`src/design/mtcc_pkg.sv`:
```
`timescale 1ns / 1ps
// ----------------------------------------------------------------------------
// mtcc_pkg
// Shared types and constants for the two-cache MOESI coherence unit.
// ----------------------------------------------------------------------------
package mtcc_pkg;

   localparam int BLOCK_ADDR_W = 10;
   localparam int REQ_DATA_W   = 16;
   localparam int REQ_USER_W   = 2;
   localparam int RSP_DATA_W   = 16;
   localparam int STATE_W      = 3;

   localparam logic CMD_READ  = 1'b0;
   localparam logic CMD_WRITE = 1'b1;

   typedef enum logic [STATE_W-1:0] {
      ST_I = 3'd0,
      ST_S = 3'd1,
      ST_E = 3'd2,
      ST_O = 3'd3,
      ST_M = 3'd4
   } state_type;

   typedef enum logic [1:0] {
      BUS_NONE  = 2'd0,
      BUS_READ  = 2'd1,
      BUS_INV   = 2'd2,
      BUS_RWITM = 2'd3
   } bus_type;

   typedef enum logic [1:0] {
      SRC_OWN   = 2'd0,
      SRC_OTHER = 2'd1,
      SRC_MEM   = 2'd2
   } src_type;

   // states of both copies as found, invalid where the tag misses
   typedef struct packed {
      logic      is_write;
      state_type my_state;
      state_type rem_state;
   } lookup_type;

   typedef struct packed {
      state_type rem_state;
      state_type my_state;
      logic      writeback;
      src_type   src;
      bus_type   bus_op;
      logic      hit;
   } result_type;

endpackage

```
`src/design/mtcc_protocol.sv`:
```
`timescale 1ns / 1ps
// ----------------------------------------------------------------------------
// mtcc_protocol
// MOESI transition logic: bus operation, data source, write-back and the
// next states of the requesting and the remote copy.
// ----------------------------------------------------------------------------
module mtcc_protocol
   import mtcc_pkg::*;
(
   input  lookup_type lookup,
   output result_type result
);

   logic rem_dirty;
   logic rem_clean;

   assign rem_dirty = (lookup.rem_state == ST_M) || (lookup.rem_state == ST_O);
   assign rem_clean = (lookup.rem_state == ST_E) || (lookup.rem_state == ST_S);

   always_comb begin
      result.hit       = (lookup.my_state != ST_I);
      result.bus_op    = BUS_NONE;
      result.src       = SRC_OWN;
      result.writeback = 1'b0;
      result.my_state  = lookup.my_state;
      result.rem_state = lookup.rem_state;
      priority if (!lookup.is_write) begin
         if (!result.hit) begin
            result.bus_op = BUS_READ;
            priority if (rem_dirty) begin
               result.rem_state = ST_O;
               result.my_state  = ST_S;
               result.src       = SRC_OTHER;
            end else if (rem_clean) begin
               result.rem_state = ST_S;
               result.my_state  = ST_S;
               result.src       = SRC_OTHER;
            end else begin
               result.my_state = ST_E;
               result.src      = SRC_MEM;
            end
         end
      end else if (result.hit) begin
         if ((lookup.my_state == ST_S) || (lookup.my_state == ST_O)) begin
            result.bus_op    = BUS_INV;
            result.rem_state = ST_I;
         end
         result.my_state = ST_M;
      end else begin
         result.bus_op    = BUS_RWITM;
         result.writeback = (lookup.rem_state == ST_M);
         result.src       = rem_dirty ? SRC_OTHER : SRC_MEM;
         result.rem_state = ST_I;
         result.my_state  = ST_M;
      end
   end

endmodule

```
`src/design/moesi_two_cache_coherence_unit.sv`:
```
`timescale 1ns / 1ps
// ----------------------------------------------------------------------------
// moesi_two_cache_coherence_unit
// Tags and MOESI states of two direct-mapped caches in one line memory;
// each access is looked up in both caches, resolved and written back.
//
//   channel  | direction | tdata                            | tuser
//   req_     | in        | [9:0] block_address              | [0] cmd, [1] requester
//   rsp_     | out       | hit, bus_operation, data_source, | -
//            |           | memory_writeback, requester_state, remote_state
//
// up to one transfer per cycle while rsp_ is not stalled; a request transfer first
// loads the memory read register at the transfer edge, then is resolved and
// written back into the output register
// back-to-back accesses to one line take the written-back row by forwarding
// after reset a clearing pass over all LINES_PER_CACHE lines holds req_tready low
// a stalled rsp_ holds the item being resolved and then the request side
// LINES_PER_CACHE and MEMORY_BLOCKS are powers of two
// ----------------------------------------------------------------------------
module moesi_two_cache_coherence_unit
   import mtcc_pkg::*;
#(
   parameter int LINES_PER_CACHE = 32,
   parameter int MEMORY_BLOCKS   = 1024
) (
   input  logic                  clock,
   input  logic                  reset,
   input  logic                  req_tvalid,
   output logic                  req_tready,
   input  logic [REQ_DATA_W-1:0] req_tdata,   // [9:0] block_address
   input  logic [REQ_USER_W-1:0] req_tuser,   // [0] cmd, [1] requester
   output logic                  rsp_tvalid,
   input  logic                  rsp_tready,
   output logic [RSP_DATA_W-1:0] rsp_tdata    // [0] hit, [2:1] bus_operation,
                                              // [4:3] data_source,
                                              // [5] memory_writeback,
                                              // [8:6] requester_state,
                                              // [11:9] remote_state
);

   localparam int IDX_W    = $clog2(LINES_PER_CACHE);
   localparam int MB_W     = $clog2(MEMORY_BLOCKS);
   localparam int ADDR_W   = (MB_W < BLOCK_ADDR_W) ? MB_W : BLOCK_ADDR_W;
   localparam int TAG_W    = (ADDR_W > IDX_W) ? (ADDR_W - IDX_W) : 1;
   localparam int ENT_W    = TAG_W + STATE_W;
   localparam logic [BLOCK_ADDR_W-1:0] ADDR_MASK =
      (MEMORY_BLOCKS >= (1 << BLOCK_ADDR_W)) ? {BLOCK_ADDR_W{1'b1}}
                                             : BLOCK_ADDR_W'(MEMORY_BLOCKS - 1);
   localparam logic [IDX_W-1:0] LAST_IDX = IDX_W'(LINES_PER_CACHE - 1);

   // line memory: one row per index, entry per cache = {tag, state}
   logic [1:0][ENT_W-1:0] line_mem [LINES_PER_CACHE];

   logic                    clr_busy_ff;
   logic [IDX_W-1:0]        clr_idx_ff;

   logic                    s1_valid_ff;
   logic                    s1_cmd_ff;
   logic                    s1_req_ff;
   logic [IDX_W-1:0]        s1_idx_ff;
   logic [TAG_W-1:0]        s1_tag_ff;
   logic                    byp_ff;
   logic                    byp_in;
   logic [1:0][ENT_W-1:0]   byp_row_ff;
   logic [1:0][ENT_W-1:0]   rd_row_ff;

   logic                    out_valid_ff;
   logic                    out_valid_in;
   result_type              out_ff;

   logic [BLOCK_ADDR_W-1:0] eff_addr;
   logic [IDX_W-1:0]        req_idx;
   logic [TAG_W-1:0]        req_tag;
   logic                    accept;
   logic                    s1_adv;
   logic                    item_wr;

   logic [1:0][ENT_W-1:0]   cur_row;
   logic [1:0][ENT_W-1:0]   new_row;
   logic [ENT_W-1:0]        my_ent;
   logic [ENT_W-1:0]        oth_ent;
   logic                    my_held;
   logic                    oth_held;
   lookup_type              lookup;
   result_type              result;

   logic                    wr_en;
   logic [IDX_W-1:0]        wr_idx;
   logic [1:0][ENT_W-1:0]   wr_row;

   // request decode
   assign eff_addr = req_tdata[BLOCK_ADDR_W-1:0] & ADDR_MASK;
   assign req_idx  = eff_addr[IDX_W-1:0];
   assign req_tag  = TAG_W'(eff_addr >> IDX_W);

   assign s1_adv     = !out_valid_ff || rsp_tready;
   assign req_tready = !clr_busy_ff && (!s1_valid_ff || s1_adv);
   assign accept     = req_tvalid && req_tready;
   assign item_wr    = s1_valid_ff && s1_adv;
   assign byp_in     = item_wr && (s1_idx_ff == req_idx);

   // lookup in both caches
   assign cur_row  = byp_ff ? byp_row_ff : rd_row_ff;
   assign my_ent   = cur_row[s1_req_ff];
   assign oth_ent  = cur_row[~s1_req_ff];
   assign my_held  = (my_ent[STATE_W-1:0] >= STATE_W'(ST_S)) &&
                     (my_ent[STATE_W-1:0] <= STATE_W'(ST_M)) &&
                     (my_ent[ENT_W-1:STATE_W] == s1_tag_ff);
   assign oth_held = (oth_ent[STATE_W-1:0] >= STATE_W'(ST_S)) &&
                     (oth_ent[STATE_W-1:0] <= STATE_W'(ST_M)) &&
                     (oth_ent[ENT_W-1:STATE_W] == s1_tag_ff);

   assign lookup.is_write  = (s1_cmd_ff == CMD_WRITE);
   assign lookup.my_state  = my_held ? state_type'(my_ent[STATE_W-1:0]) : ST_I;
   assign lookup.rem_state = oth_held ? state_type'(oth_ent[STATE_W-1:0]) : ST_I;

   mtcc_protocol u_protocol (
      .lookup (lookup),
      .result (result)
   );

   always_comb begin
      new_row             = cur_row;
      new_row[s1_req_ff]  = {s1_tag_ff, STATE_W'(result.my_state)};
      if (oth_held) begin
         new_row[~s1_req_ff] = {oth_ent[ENT_W-1:STATE_W], STATE_W'(result.rem_state)};
      end
   end

   // write port: clearing pass or item write-back
   assign wr_en  = clr_busy_ff || item_wr;
   assign wr_idx = clr_busy_ff ? clr_idx_ff : s1_idx_ff;
   assign wr_row = clr_busy_ff ? '0 : new_row;

   always_ff @(posedge clock) begin
      if (wr_en) begin
         line_mem[wr_idx] <= wr_row;
      end
      if (accept) begin
         rd_row_ff <= line_mem[req_idx];
      end
   end

   always_ff @(posedge clock) begin
      if (reset) begin
         clr_busy_ff <= 1'b1;
         clr_idx_ff  <= '0;
      end else if (clr_busy_ff) begin
         clr_idx_ff <= clr_idx_ff + 1'b1;
         if (clr_idx_ff == LAST_IDX) begin
            clr_busy_ff <= 1'b0;
         end
      end
   end

   always_ff @(posedge clock) begin
      if (reset) begin
         s1_valid_ff <= 1'b0;
      end else if (accept) begin
         s1_valid_ff <= 1'b1;
      end else if (item_wr) begin
         s1_valid_ff <= 1'b0;
      end
   end

   always_ff @(posedge clock) begin
      if (accept) begin
         s1_cmd_ff  <= req_tuser[0];
         s1_req_ff  <= req_tuser[1];
         s1_idx_ff  <= req_idx;
         s1_tag_ff  <= req_tag;
         byp_ff     <= byp_in;
         byp_row_ff <= new_row;
      end
   end

   // output register
   always_comb begin
      out_valid_in = out_valid_ff;
      priority if (item_wr) begin
         out_valid_in = 1'b1;
      end else if (rsp_tready) begin
         out_valid_in = 1'b0;
      end
   end

   always_ff @(posedge clock) begin
      if (reset) begin
         out_valid_ff <= 1'b0;
      end else begin
         out_valid_ff <= out_valid_in;
      end
   end

   always_ff @(posedge clock) begin
      if (item_wr) begin
         out_ff <= result;
      end
   end

   assign rsp_tvalid = out_valid_ff;
   assign rsp_tdata  = RSP_DATA_W'(out_ff);

   // no request transfer while the line memory is being cleared
   a_no_accept_in_clear: assert property (@(posedge clock) disable iff (reset)
      clr_busy_ff |-> !req_tready)
      else $error("request taken during clearing pass");

   // a miss always goes on the bus
   a_miss_on_bus: assert property (@(posedge clock) disable iff (reset)
      (out_valid_ff && !out_ff.hit) |-> (out_ff.bus_op != BUS_NONE))
      else $error("miss without bus operation");

   // write-back only with read-with-intent-to-modify
   a_wb_rwitm: assert property (@(posedge clock) disable iff (reset)
      (out_valid_ff && out_ff.writeback) |->
         (out_ff.bus_op == BUS_RWITM && out_ff.src == SRC_OTHER))
      else $error("write-back outside of RWITM");

   // a stalled result keeps its payload and the resolved item waits
   a_stall_holds: assert property (@(posedge clock) disable iff (reset)
      (out_valid_ff && !rsp_tready) |=> (out_valid_ff && $stable(out_ff)))
      else $error("result changed under stall");

endmodule
```
`config.mk`:
```
export PLATFORM = sky130hd
export DESIGN_NAME = moesi_two_cache_coherence_unit
export DESIGN_NICKNAME = d
export VERILOG_FILES = /design/src/design/mtcc_pkg.sv /design/src/design/mtcc_protocol.sv /design/src/design/moesi_two_cache_coherence_unit.sv
export SDC_FILE = /design/constraint.sdc
export NUM_CORES = 1
export LEC_CHECK = 0
export CAP_MARGIN = 10
export CORE_UTILIZATION = 45
export CTS_CLUSTER_DIAMETER = 40
export DETAILED_ROUTE_END_ITERATION = 8
export DONT_BUFFER_PORTS = 1
export SETUP_SLACK_MARGIN = 0.3
export SYNTH_ARGS = -nofsm -noshare
export SYNTH_HDL_FRONTEND = slang
export SYNTH_SLANG_ARGS = --single-unit
```
`constraint.sdc`:
```
create_clock -name clock -period 6.1 [get_ports clock]
set_input_delay 1.22 -clock clock [delete_from_list [all_inputs] [get_ports clock]]
set_output_delay 1.22 -clock clock [all_outputs]
set_load 0.01 [all_outputs]
```
==> summary.log <==
qor: setup_path.worst-path-stages 9
qor: placed_design.finalWeightedCongestion 0.7652
qor: floorplan.core.rowCount 82
qor: setup_path.criticalPathCategory reg2reg
qor: detailed_routing.vias_per_cell 5.839
qor: power_and_ir_drop.ir_drop 0.0001495 V
qor: sta.final.period_utilization 73.90%
qor: power_and_ir_drop.p_sw 1769 uW
qor: global_routing.grt_start_max_net_pins 131
qor: flow_run.max_cap_violations 0
qor: detailed_routing.drtPass1Iterations 5
qor: detailed_routing.dr.first_iter.drc_count 1,131
qor: cts.cts.htree.levels 3
qor: setup_path.timing.critical_path.from byp_ff
qor: worst_hold_path.timing.hold.worst_path_depth 2
qor: setup_path.worst-r2r-cell-count 9
qor: cells_and_area.layout_common_cells edfxtp_1 (569), mux4_2 (170), clkbuf_16 (74), buf_4 (37), nor2_2 (32)
qor: synth.netlist.top_cell.by_area edfxtp_1
qor: setup_path.cp_data_required_time 6310 ps
qor: setup_path.signal_arrival_time_at_the_worst_endpoint 4710 ps
qor: synth.synth_async_sr_flop_share 0%
qor: power_and_ir_drop.swShare 19.98%
qor: setup_path.worst_setup_path_end_kind flop
qor: sta.drv_slew 0
qor: cells_and_area.final_core_utilization 52.65%
qor: setup_path.r2r-start byp_ff
qor: sta.finalHoldViolCount 0
qor: detailed_routing.num_vias 10,750
qor: detailed_routing.drt-wirelength-per-cell 26.91 um
qor: synth.average_footprint_of_a_synthesized_cell 21.77 um2
qor: cells_and_area.area_growth_syn_to_layout 15.02%
qor: detailed_routing.post_drt_antenna_nets 0
qor: floorplan.die_width 228.1 um
qor: worst_hold_path.min_delay_worst_endpoint rsp_tvalid
qor: worst_hold_path.holdCritPathClass reg2reg
qor: power_and_ir_drop.comb_power_share 1.9%
qor: setup_path.cp_top_family compound AO/OA/AOI/OAI gates
qor: floorplan.design.portCount 40
qor: detailed_routing.drt_wl_total 49,540 um
qor: setup_path.critical_path.reg2reg.endpoint line_mem[24][0]
qor: power_and_ir_drop.internal-power 7087 uW
qor: sta.timing.clock.skew 22.59 ps
qor: global_routing.antenna_violations_before_repair 1
qor: worst_hold_path.hold_path_startpoint s1_valid_ff
qor: cts.clock_tree_buf_depth 3
qor: detailed_routing.drt_drc_violations_left 0
qor: synth.ys_warn_count 0
qor: cts.cts.clk_slew.worst_paths 60 ps
qor: cells_and_area.drive_gt1_share 32.59%
qor: floorplan.dieHeight 228.1 um
qor: cells_and_area.diodes_inserted 0
qor: global_routing.grt.overflow.total 0
qor: cells_and_area.layout.nets 1,133
qor: sta.rsz0062_at_grt no
qor: cts.ctsRootBufferMaster clkbuf_16
qor: sta.finalSetupTns 0 ps
qor: sta.setup_viol 0
qor: synth.synthDistinctLibCells 47
qor: placed_design.place_hpwl 26,070 um
qor: cts.hold_fix_buffer_count_after_cts 0
qor: synth.number_of_synthesized_flops_with_an_enable_pin 569
qor: setup_path.critical_path.startpoint_type flop
qor: sta.fin_crit 4508 ps
qor: floorplan.initial_core_util 45.77%
qor: setup_path.setup.reg_to_reg.worst_slack 1590 ps
qor: power_and_ir_drop.power_frac_seq 49.2%
qor: synth.synth.top_cell.area_share 74.25%
qor: floorplan.fp.coreArea 0.05027 mm2
qor: setup_path.cpPeakStageDelay 1180 ps
qor: power_and_ir_drop.power_frac_clock 49.0%
qor: setup_path.timing.critical_path.cells buf_4, mux4_1, nor2_1, xor2_1, or4_1, clkinv_8, mux2i_1, nand3_1, a221oi_4
qor: synth.synth.yosys.seq_area_share 74.95%
qor: setup_path.cp_num_buf_inv 2
qor: sta.max-slew-margin-rel 9.753%
qor: placed_design.place.port_buffers 0
qor: sta.max_freq 0.2218 GHz
qor: power_and_ir_drop.p_per_area 334.6 mW/mm2
qor: cts.cts_buffers 73
qor: cts.cts.repair_timing.setup_buffer_count 0
qor: synth.netlist_instances 1,057
qor: cts.cts_tree built
qor: cts.clock_insertion_delay_worst_skew 600 ps
qor: status.status finished, final reports clean
qor: setup_path.timing.critical_path.fanout_max 32
qor: synth.syn_area 0.02301 mm2
qor: cts.post_cts_resize_count 0
qor: global_routing.global_route.usage.total 19.57%
qor: cells_and_area.layout.cells.most_common edfxtp_1
qor: sta.max_slew.worst_pin.slew 1354 ps
qor: global_routing.grt_pass1_vias 10,810
qor: cts.tritoncts_num_sinks 577
qor: setup_path.crit_slowest_cell a221oi_4
qor: power_and_ir_drop.p_leak 0.007423 uW
qor: floorplan.design.die.area 0.05204 mm2
qor: global_routing.grt_pass1_wl 73,120 um
qor: synth.synth_flop_cell edfxtp_1
qor: synth.flip_flop_and_latch_count_after_synthesis 577
qor: synth.netlist_top_cells_area edfxtp_1 (74%), mux4_2 (17%), mux2i_1 (1.3%), mux2_2 (0.93%), nor2_1 (0.90%)
-- synth_stat cells, types with 2 or more instances --
cell type,n
edfxtp_1,569
mux4_2,170
nor2_1,55
clkbuf_1,34
mux2i_1,29
nand2_1,25
mux2_2,19
buf_1,18
xor2_1,15
a21oi_1,13
and2_1,11
xnor2_1,10
dfxtp_1,8
o21ai_0,7
buf_2,6
inv_1,6
nor2b_1,6
nand3_1,5
and3_1,4
buf_4,4
nand4_1,4
a22oi_1,3
a31oi_1,3
a221oi_1,2
a22o_1,2
a32o_1,2
a32oi_1,2
buf_6,2
ha_1,2
nor3_1,2
o311a_1,2
o31a_1,2
-- layout make-up --
type / count / area [um2]
Fill cell: 3891 / 23810
Sequential cell: 577 / 17250
Multi-Input combinational cell: 412 / 5564
Clock buffer: 83 / 1886
Tap cell: 672 / 840.8
Clock inverter: 52 / 598.1
Timing Repair Buffer: 38 / 292.8
Inverter: 7 / 38.79
-- power by group through the flow --
stage	combinational (uW)	clock, uW	sequential, uW
global route	173	4590	4360
global placement	166	0	4430
detailed placement	166	0	4440
finish	165	4340	4350
CTS	167	4420	4350
floorplan	167	0	4430
-- worst max-delay path by stage --
stage	to	slack (ps)
final	line_mem[24][0]	1590
after detailed placement	line_mem[25][0]	1640
after global routing	line_mem[29][0]	1300
after floorplan	line_mem[0][0]	1790
after global placement	line_mem[26][0]	1690
after CTS	line_mem[29][0]	1610
-- sequential cells by signal, summed over array words and instances, names as in the netlist --
name	flops
byp_ff	1
byp_row_ff	16
clr_busy_ff	1
clr_idx_ff	5
line_mem	512
rd_row_ff	16
rsp_tdata	12
rsp_tvalid	1
s1_cmd_ff	1
s1_idx_ff	5
s1_req_ff	1
s1_tag_ff	5
s1_valid_ff	1
-- per-stage QoR --
step                total power (uW)  worst slack (ps)  cells  area [um2]  hold WS, ps
finish                          8856              1592   1841       26470        532.9
detailed placement              4603              1642   1705       23970        518.8
global route                    9115              1298   1841       26470        580.2
global placement                4599              1685   1705       23970        494.7
floorplan                       4599              1786   1060       23020        478.2
CTS                             8943              1607   1840       26450        534.3
-- logic make-up after synthesis --
kind of cell               after synthesis  share of synthesized area [%]
buffers and inverters                   71                          1.376
adders and majority gates                2                         0.1087
muxes                                  219                          18.94
xor gates and xnor gates                25                         0.9516
AOI/OAI and AO/OA                       45                          1.343
DFF                                    577                          74.95
and+or+nand+nor                        117                          2.311
other                                    1                        0.01630
-- tightest hold or removal path: cells and delay by family, from the launching register on --
kind | cells | cell delay [ps]
flops | 1 | 330
simple gates | 2 | 160
-- per-layer routing --
layer / vias up / GRT usage (%) / wire length [um] / part of all wire, %
met5: - / 0 / 0 / 0
met4: 0 / 6.502 / 1010 / 2.0
met3: 70 / 3.463 / 3370 / 6.8
met2: 377 / 31.19 / 24270 / 49
met1: 5754 / 27.51 / 20890 / 42
li1: 4549 / - / - / -
Power figures use the tool's default switching activity.
